## src/hdl/pwmg_pkg.sv

```systemverilog
package pwmg_pkg;

    // operation codes carried in tuser
    localparam logic [1:0] OP_TICK  = 2'd0;
    localparam logic [1:0] OP_MODE  = 2'd1;
    localparam logic [1:0] OP_PULSE = 2'd2;

    // mode codes
    localparam logic [2:0] MD_TRIGGER = 3'd0;
    localparam logic [2:0] MD_HIGH    = 3'd1;
    localparam logic [2:0] MD_LOW     = 3'd2;
    localparam logic [2:0] MD_TOGGLE  = 3'd3;
    localparam logic [2:0] MD_HIZ     = 3'd4;

    // drive state: bit 1 driven, bit 0 level
    localparam logic [1:0] DRV_HIZ  = 2'b00;
    localparam logic [1:0] DRV_LOW  = 2'b10;
    localparam logic [1:0] DRV_HIGH = 2'b11;

    localparam int          PULSE_CLAMP_MS_DEF = 2000;
    localparam int          PULSE_W            = 11;
    localparam int          COUNT_W            = 26;
    localparam int          PARAM_W            = 16;

    localparam logic [PULSE_W-1:0] TRIG_PULSE_MS = 11'd120;
    localparam logic [PARAM_W-1:0] DEF_PERIOD_S  = 16'd30;
    localparam logic [PARAM_W-1:0] DEF_HALF_MS   = 16'd500;
    localparam logic [PARAM_W-1:0] DEF_PULSE_MS  = 16'd120;
    localparam logic [COUNT_W-1:0] MS_PER_S      = 26'd1000;
    localparam logic [COUNT_W-1:0] RESET_COUNT   = 26'd30000;

endpackage

```

## src/hdl/pin_waveform_mode_generator.sv

```systemverilog
// One-pin waveform generator: tri-state, hold high, hold low, periodic
// low trigger pulse and square-wave toggle, plus a one-shot low pulse.
// Input channel (s_axis): tuser carries the operation (tick of one ms,
// mode entry, one-shot pulse); tdata carries the requested mode and the
// 16-bit argument (trigger period in s, toggle half period in ms or pulse
// width in ms, 0 selects the default).
// Output channel (m_axis): one transaction per input transaction with the
// pin drive, level, current mode, pulse flag and latched parameter.
// The state update and the result register are written at the edge that
// accepts the input. Throughput is one transaction per cycle while the
// receiver does not stall; the path is a single constant multiply by 1000
// feeding the countdown reload.
// When the receiver stalls, the result is held and s_axis_tready drops
// only while a result waits and the receiver is not taking it.
// Reset enters trigger mode with a 30 s period, the pin tri-stated and
// no pulse being timed; the output channel is empty after reset.
// Mode and pulse commands that arrive while a pulse is timed are ignored.
module pin_waveform_mode_generator
    import pwmg_pkg::*;
#(
    parameter int PULSE_CLAMP_MS = PULSE_CLAMP_MS_DEF
) (
    input  logic        i_clk,
    input  logic        i_rst_n,
    input  logic        i_s_axis_tvalid,
    output logic        o_s_axis_tready,
    input  logic [23:0] i_s_axis_tdata,  // mode_request[2:0], argument[18:3], zero pad
    input  logic [1:0]  i_s_axis_tuser,  // operation[1:0]
    output logic        o_m_axis_tvalid,
    input  logic        i_m_axis_tready,
    output logic [23:0] o_m_axis_tdata   // pin_driven[0], pin_level[1], mode_now[4:2],
                                         // pulse_active[5], param_now[21:6], zero pad
);

    localparam logic [PARAM_W-1:0] CLAMP = PARAM_W'(PULSE_CLAMP_MS);

    logic [2:0]         r_mode, n_mode;
    logic [PARAM_W-1:0] r_period, n_period;
    logic               r_tlevel, n_tlevel;
    logic [COUNT_W-1:0] r_count, n_count;
    logic [PULSE_W-1:0] r_pulse, n_pulse;
    logic [1:0]         r_drive, n_drive;
    logic               r_out_valid;
    logic [23:0]        r_out_data;

    logic               accept;
    logic [1:0]         op;
    logic [2:0]         req;
    logic [PARAM_W-1:0] arg;
    logic [PARAM_W-1:0] arg_period, arg_half, arg_pulse, pulse_width, mul_src;
    logic [COUNT_W-1:0] period_ms;

    assign o_s_axis_tready = !r_out_valid || i_m_axis_tready;
    assign accept          = i_s_axis_tvalid && o_s_axis_tready;
    assign op              = i_s_axis_tuser;
    assign req             = i_s_axis_tdata[2:0];
    assign arg             = i_s_axis_tdata[18:3];

    assign arg_period  = (arg != '0) ? arg : DEF_PERIOD_S;
    assign arg_half    = (arg != '0) ? arg : DEF_HALF_MS;
    assign arg_pulse   = (arg != '0) ? arg : DEF_PULSE_MS;
    assign pulse_width = (arg_pulse > CLAMP) ? CLAMP : arg_pulse;

    // one shared seconds-to-ms multiplier
    assign mul_src   = (op == OP_MODE) ? arg_period : r_period;
    assign period_ms = {{(COUNT_W-PARAM_W){1'b0}}, mul_src} * MS_PER_S;

    always_comb begin
        n_mode   = r_mode;
        n_period = r_period;
        n_tlevel = r_tlevel;
        n_count  = r_count;
        n_pulse  = r_pulse;
        n_drive  = r_drive;
        case (op)
            OP_TICK: begin
                if (r_pulse != '0) begin
                    n_pulse = r_pulse - 1'b1;
                    if (r_pulse == PULSE_W'(1)) begin
                        n_drive = DRV_HIZ;
                        if (r_mode == MD_TRIGGER) begin
                            n_count = period_ms;
                        end
                    end
                end else if (r_mode == MD_TRIGGER || r_mode == MD_TOGGLE) begin
                    if (r_count > COUNT_W'(1)) begin
                        n_count = r_count - 1'b1;
                    end else if (r_mode == MD_TRIGGER) begin
                        n_count = '0;
                        n_pulse = TRIG_PULSE_MS;
                        n_drive = DRV_LOW;
                    end else begin
                        n_tlevel = !r_tlevel;
                        n_drive  = r_tlevel ? DRV_LOW : DRV_HIGH;
                        n_count  = {{(COUNT_W-PARAM_W){1'b0}}, r_period};
                    end
                end
            end
            OP_MODE: begin
                if (r_pulse == '0) begin
                    unique case (req)
                        MD_HIGH: begin
                            n_mode  = MD_HIGH;
                            n_drive = DRV_HIGH;
                            n_count = '0;
                        end
                        MD_LOW: begin
                            n_mode  = MD_LOW;
                            n_drive = DRV_LOW;
                            n_count = '0;
                        end
                        MD_TOGGLE: begin
                            n_mode   = MD_TOGGLE;
                            n_period = arg_half;
                            n_tlevel = 1'b1;
                            n_drive  = DRV_HIGH;
                            n_count  = {{(COUNT_W-PARAM_W){1'b0}}, arg_half};
                        end
                        MD_TRIGGER: begin
                            n_mode   = MD_TRIGGER;
                            n_period = arg_period;
                            n_drive  = DRV_HIZ;
                            n_count  = period_ms;
                        end
                        default: begin
                            n_mode  = MD_HIZ;
                            n_drive = DRV_HIZ;
                            n_count = '0;
                        end
                    endcase
                end
            end
            OP_PULSE: begin
                if (r_pulse == '0) begin
                    n_pulse = pulse_width[PULSE_W-1:0];
                    n_drive = (pulse_width[PULSE_W-1:0] != '0) ? DRV_LOW : DRV_HIZ;
                    n_mode  = MD_HIZ;
                end
            end
            default: begin
            end
        endcase
    end

    always_ff @(posedge i_clk) begin
        if (!i_rst_n) begin
            r_mode      <= MD_TRIGGER;
            r_period    <= DEF_PERIOD_S;
            r_tlevel    <= 1'b1;
            r_count     <= RESET_COUNT;
            r_pulse     <= '0;
            r_drive     <= DRV_HIZ;
            r_out_valid <= 1'b0;
        end else begin
            if (accept) begin
                r_mode   <= n_mode;
                r_period <= n_period;
                r_tlevel <= n_tlevel;
                r_count  <= n_count;
                r_pulse  <= n_pulse;
                r_drive  <= n_drive;
            end
            if (accept) begin
                r_out_valid <= 1'b1;
            end else if (i_m_axis_tready) begin
                r_out_valid <= 1'b0;
            end
        end
    end

    always_ff @(posedge i_clk) begin
        if (accept) begin
            r_out_data <= {2'b00, n_period, (n_pulse != '0), n_mode,
                           n_drive[1] & n_drive[0], n_drive[1]};
        end
    end

    assign o_m_axis_tvalid = r_out_valid;
    assign o_m_axis_tdata  = r_out_data;

    // a timed pulse always holds the pin low
    a_pulse_low: assert property (@(posedge i_clk) disable iff (!i_rst_n)
        (r_pulse != '0) |-> (r_drive == DRV_LOW))
        else $error("pin not driven low during pulse");

    // pulses only run in trigger mode or after a one-shot (hiz)
    a_pulse_mode: assert property (@(posedge i_clk) disable iff (!i_rst_n)
        (r_pulse != '0) |-> (r_mode == MD_TRIGGER || r_mode == MD_HIZ))
        else $error("pulse timed in wrong mode");

    // commands are dropped while a pulse is timed
    a_cmd_ignored: assert property (@(posedge i_clk) disable iff (!i_rst_n)
        (accept && op != OP_TICK && r_pulse != '0)
            |=> ($stable(r_mode) && $stable(r_period) && $stable(r_count)))
        else $error("command changed state during pulse");

    // toggle mode always drives the pin
    a_toggle_driven: assert property (@(posedge i_clk) disable iff (!i_rst_n)
        (r_mode == MD_TOGGLE) |-> r_drive[1])
        else $error("toggle mode left pin undriven");

endmodule
```

## config.mk

```make
export PLATFORM = sky130hd
export DESIGN_NAME = pin_waveform_mode_generator
export DESIGN_NICKNAME = d
export VERILOG_FILES = /design/src/hdl/pwmg_pkg.sv /design/src/hdl/pin_waveform_mode_generator.sv
export SDC_FILE = /design/constraint.sdc
export NUM_CORES = 1
export LEC_CHECK = 0
export ABC_AREA = 0
export BUFFER_PORTS_ARGS = -buffer_cell sky130_fd_sc_hd__buf_2
export CORE_MARGIN = 2
export CORE_UTILIZATION = 60
export CTS_BUF_LIST = sky130_fd_sc_hd__clkbuf_4 sky130_fd_sc_hd__clkbuf_8 sky130_fd_sc_hd__clkbuf_16
export DETAILED_ROUTE_END_ITERATION = 16
export MAX_ROUTING_LAYER = met4
export PLACE_DENSITY = 0.84
export SYNTH_ARGS = -nofsm -noshare
export SYNTH_HDL_FRONTEND = slang
export SYNTH_SLANG_ARGS = --single-unit
```

## constraint.sdc

```tcl
create_clock -name i_clk -period 7.6 [get_ports i_clk]
set_input_delay 0.38 -clock i_clk [delete_from_list [all_inputs] [get_ports i_clk]]
set_output_delay 0.38 -clock i_clk [all_outputs]
set_load 0.02 [all_outputs]
```

After elaboration in Yosys (flattened, before gate mapping):

Index checks and enable logic that the tools add are counted.

* register bits after elaboration: 82
* bits of input ports: 30
* output and inout bits: 26
* word-level logic and storage cells: 95

* add/subtract/negate cells: 2
* multipliers: 1
* $lt $le $gt $ge: 2
* equality and inequality tests: 16
* mux-type cells: 47
* bitwise operators: 1
* reduce and logical (&&, ||, !) cells: 18

Operators with widths (number)
* $mux W26: 6
* $mux W16: 7
* $pmux W26 S2: 2
* $mux W11: 6
* $reduce_bool A11 Y1: 3
* $pmux W16 S2: 1
* $gt A26 B1 Y1 const B: 1
* $sub A26 B1 Y26 const B: 1
* $mul A16 B7 Y23 const B: 1
* $pmux W11 S2: 1
* $gt A16 B11 Y1 const B: 1
* $reduce_bool A16 Y1: 1
* $mux W2: 7
* $pmux W3 S4: 1
* $eq A11 B1 Y1 const B: 1
* $logic_not A11 Y1: 1
* $sub A11 B1 Y11 const B: 1
* $mux W1: 10
* $eq A3 B2 Y1 const B: 3
* $ne A3 B3 Y1 const B: 3
* $ne A2 B2 Y1 const B: 4
* $reduce_and A8 Y1: 1
* $logic_not A3 Y1: 2
* $mux W3: 2
* 16 further kinds: 20

Longest topological paths before layout:

* word-level depth: 9
* depth in mapped cells: 25
* mapped depth without buffers: 22

Least setup slack after synthesis:

No wires, ideal clock.

* path kind: input to register
* start: in i_s_axis_tuser[1]
* end: reg r_count[25]
* setup time: 124 ps
* data arrival time: 6466 ps
* data required time: 7476 ps
* setup slack: 1010 ps
* stages on the path: 23
* path buffers: 4
* path through: inv_1 > ha_1 > clkbuf_1 > clkbuf_1 > buf_1 > clkbuf_1 > mux2i_1 > fa_1 > fa_1 > inv_1 > fa_1 > inv_1 > fa_1 > inv_1 > ha_1 > a21oi_1 > o21ai_0 > or3_1 > a21oi_1 > a21oi_1 > o21ai_0 > mux2i_1 > o31ai_1

* cells in the longest elaborated chain, start to end: 7
* elaborated cells between the ends (all ways): 16
* those cells by class: mul: 1; eq/ne: 5; mux: 7; reduce/logical: 3

RTL lines
* start: declaration: RTL line pin_waveform_mode_generator.sv:28 `input logic [1:0] i_s_axis_tuser,`
* $eq A2 B1 Y1: RTL line pin_waveform_mode_generator.sv:65, pin_waveform_mode_generator.sv:75
* $mux W16: RTL line pin_waveform_mode_generator.sv:65 `assign mul_src = (op == OP_MODE) ? arg_period : r_period;`
* $mul A16 B7 Y23: RTL line pin_waveform_mode_generator.sv:66 `assign period_ms = {{(COUNT_W-PARAM_W){1'b0}}, mul_src} * MS_PER_S;`
* $mux W26: RTL line pin_waveform_mode_generator.sv:81 `if (r_mode == MD_TRIGGER) begin`
* $mux W26: RTL line pin_waveform_mode_generator.sv:79 `if (r_pulse == PULSE_W'(1)) begin`
* $mux W26: RTL line pin_waveform_mode_generator.sv:77 `if (r_pulse != '0) begin`
* $pmux W26 S2: RTL line pin_waveform_mode_generator.sv:75 `case (op)`
* end signal: assignment: RTL line pin_waveform_mode_generator.sv:159 `r_count <= n_count;`
* end: declaration: RTL line pin_waveform_mode_generator.sv:40 `logic [COUNT_W-1:0] r_count, n_count;`

Parallel ways exist; a longest one is shown, timed or not. The select of a mux whose other input is x is not followed.
A chain may end at the register's enable or synchronous reset.

Worst setup path after layout:

* start: in i_s_axis_tdata[6]
* end: reg r_count[20]

* cells in the longest elaborated chain, start to end: 8
* elaborated cells between the ends (all ways): 10
* those cells by class: mul: 1; mux: 8; reduce/logical: 1

RTL lines
* start: declaration: RTL line pin_waveform_mode_generator.sv:27 `input logic [23:0] i_s_axis_tdata,`
* $reduce_bool A16 Y1: RTL line pin_waveform_mode_generator.sv:59 `assign arg_period = (arg != '0) ? arg : DEF_PERIOD_S;`
* $mux W16 *: RTL line pin_waveform_mode_generator.sv:59
* $mux W16 *: RTL line pin_waveform_mode_generator.sv:65
* $mul A16 B7 Y23 *: RTL line pin_waveform_mode_generator.sv:66
* $mux W26: RTL line pin_waveform_mode_generator.sv:81
* $mux W26: RTL line pin_waveform_mode_generator.sv:79
* $mux W26: RTL line pin_waveform_mode_generator.sv:77
* $pmux W26 S2 *: RTL line pin_waveform_mode_generator.sv:75

Every way passes the cells marked *; elsewhere a longest branch is shown, timed or not. The select of a mux whose other input is x is not followed.

==> flow_summary.toml <==
[route]
ant_nets = 0
firstDrtPassIters = 8
wl_per_cell_um = 17.4
drt_wirelength_um = 20100
vias = 7243
drc_errors = 0
vias_per_cell = 6.27
drt_iter0_drc = 1002

[cells_and_area]
stdcell_area_um2 = 8470
final_common_cell = "sky130_fd_sc_hd__nor2_1"
nets = 1114
areaGrowthSynthToFinish_pct = 8.85
final_cell_count_no_fill = 1155
antenna_cells_inserted = 0
most-common-layout-cells = "sky130_fd_sc_hd__nor2_1, sky130_fd_sc_hd__inv_1, sky130_fd_sc_hd__nand2_1"
utilization_after_layout_pct = 67.1
drive_gt1_share_pct = 11.4

[setup_path]
path_buf_inv = 5
timing.critical_path.to_type = "flop"
critical_path.startpoint_type = "input port"
reg2reg_to = "r_count[25]"
worst-endpoint-required_ns = 7.87
reg2regPathDepth = 17
cp.depth = 22
max_stage_delay_ns = 0.65
worstSetupEndpoint = "r_count[20]"
ff2ff_setup_slack_ns = 2.21
timing.critical_path.fanout_max = 8
ordered_cell_list_for_the_critical_path = "buf_2 -> or4_1 -> or4_4 -> nor3_2 -> nor2_1 -> a21oi_1 -> inv_1 -> fa_1 -> inv_1 -> fa_1 -> inv_1 -> fa_1 -> fa_1 -> inv_1 -> ha_1 -> o21ai_0 -> a211o_1 -> a31oi_1 -> or4b_2 -> nand3_1 -> a21oi_1 -> o22ai_1"
critical_path.reg2reg.startpoint = "r_period[10]"
family_of_cells_with_the_greatest_summed_delay_on_the_critical_path = "adder cells"
worst_path_cell_with_the_longest_stage_delay = "sky130_fd_sc_hd__or4b_2"
crit_start = "i_s_axis_tdata[6]"
timing.setup.critical_path_class = "in -> reg"
arrival_ns = 6.90

[grt]
grt_max_degree = 50
grt_pass1_wl_um = 33400
grt_antenna_before_repair = 0
grt_use_total_pct = 30.1
number_of_global_route_vias_before_repair = 6962
global_route.overflow_total = 0

[synth]
ys_top_cells_by_area = "sky130_fd_sc_hd__dfxtp_1, sky130_fd_sc_hd__fa_1, sky130_fd_sc_hd__ha_1"
yosys.area.top_type_share_pct = 15.4
yosys_warnings = 0
synth.distinct_cells = 73
flop_and_latch_count_out_of_synthesis = 82
synth_xor_xnor_area_share_pct = 4.04
synth_compound_area_share_pct = 18.3
synthAdderAreaFrac_pct = 21.8
muxShareOfSynthArea_pct = 3.88
synth_enable_flop_cells = 22
dominant_combinational_cell_family_by_area_after_synthesis = "adder cells"
synth-async-reset-ratio_pct = 0
synth.avg_cell_area_um2 = 8.20
synth_sequential_area_ratio_pct = 23.9
mappedNetlistArea_um2 = 7780
synth_top_flop_cell = "sky130_fd_sc_hd__dfxtp_1"
netlist_instances = 949
synth-simple-area-share_pct = 21.3
synth_top_cell_by_area = "sky130_fd_sc_hd__dfxtp_1"

[timing]
timing_max_transition_violations_final = 0
slew_worst_pin_ns = 1.03
final.min_clock_period_ns = 6.63
layout_setup_ws_ns = 0.966
clock.fmax_mhz = 151
aggregate_negative_setup_slack_ns = 0
report.final.setup_viol = 0
slew-limit-headroom_pct = 31.2
hold-worst-slack_ns = 0.290
report.final.hold_viol_count = 0
worst_clock_skew_ns = 0.00884
setup_repair_after_global_routing_missed_its_margin = "false"
final.period_utilization_pct = 87.3

[floorplan]
die-height_um = 118
die_width_um = 118
die_area_um2 = 13900
floorplan.io_pins = 56
placeable_core_region_um2 = 12600
initial_core_util_pct = 61.6
placementRows = 41

[placement]
dpl_cell_area_um2 = 8190
detailedPlacementHpwl_um = 15000
place.port_buffers = 48
dp_cells = 1139
dpl_worst_slack_ns = 0.703
gpl.final_weighted_congestion = 0.952

[pwr]
p_total_mw = 2.35
maximum_resistive_drop_on_vdd_mv = 0.202
power.static_leakage_nw = 3.58
power.density_cell_area_nw_per_um2 = 277

[clocking]
clock_latency_ns = 0.34
postCtsHoldBufs = 0
cts_tree = "done"
cts_setup_buffers = 0
clock_tree.htree_level_count = 3
clkSinkCount = 82
tritoncts.num_buffers = 9
cts_root_buffer = "sky130_fd_sc_hd__clkbuf_16"
cts-resized-gates = 0
ctsLongestPathBuffers = 2
cts.clk_slew.worst_paths_ns = 0.06

[worst_hold_path]
holdCritStartpoint = "i_s_axis_tvalid"
hold_path_class = "in -> reg"

[job]
max_cap_viol_count = 0

[run_status]
outcome = "completed"
[area by class of cell]
cell class | instances | area, um2
Multi-Input combinational cell | 733 | 5430
Fill cell | 1027 | 4150
Sequential cell | 82 | 1860
Timing Repair Buffer | 64 | 360
Inverter | 88 | 330
Clock buffer | 12 | 254
Tap cell | 172 | 215
Clock inverter | 4 | 20.0
[cell usage after synthesis (all sizes together) (5+ instances only)]
library cell  instances
a211oi               20
a31oi                 8
mux2                  9
nand3                40
a21oi                64
o211ai                8
edfxtp               22
nor2                 98
inv                  88
nor2b                11
xnor2                12
a221oi                6
buf                   5
clkbuf               42
or4                   6
nand4                 9
a21o                  7
and2                  5
nand2                81
dfxtp                60
a222oi                6
xor2                 23
nand2b                9
fa                   48
ha                   58
o22a                  5
and3                  5
or3                  10
nor3                 32
nor4                 12
o21ai                59
o22ai                 5
mux2i                20
[flip-flops by register name, summed over array words and instances, names as in the netlist]
register and cells:
o_m_axis_tdata 22, o_m_axis_tvalid 1, r_count 26, r_drive 2, r_mode 3, r_period 16
r_pulse 11, r_tlevel 1
[worst min-delay path: stages]
cell	delay (ns)
sky130_fd_sc_hd__buf_2	0.11
sky130_fd_sc_hd__inv_1	0.04
sky130_fd_sc_hd__a21oi_1	0.05
[per-layer routing]
metal	vias to the layer above	wire [um]	track usage, %
met1	3437	8450	39.0
met2	349	9560	48.6
li1	3408	-	-
met4	0	522	11.2
met5	-	0	-
met3	49	1560	3.73
[kinds of logic (layout without fill, tap and decap cells)]
family,after synthesis,in the layout
muxes,29,29
DFF,82,82
and+or+nand+nor,338,338
buffers and inverters,135,168
adders and majority gates,107,107
other,1,2
xor gates and xnor gates,35,35
AOI/OAI and AO/OA,222,222
[worst min-delay path by stage]
stage                            to  slack (ns)  cells after the start
floorplan               r_pulse[10]        0.45                      2
detailed placement      r_pulse[10]        0.47                      2
global placement        r_count[20]        0.47                      2
global route        o_m_axis_tvalid        0.31                      3
finish              o_m_axis_tvalid        0.29                      3
CTS                 o_m_axis_tvalid        0.30                      3
[power breakdown]
group / switching (mW) / total, mW / internal [mW] / leakage [nW]
registers: 0.0270 / 0.505 / 0.478 / 0.700
logic: 0.851 / 1.43 / 0.582 / 2.73
clock network: 0.175 / 0.410 / 0.235 / 0.143
total: 1.05 / 2.35 / 1.30 / 3.58
No activity file was read; power rests on OpenSTA's default activity.
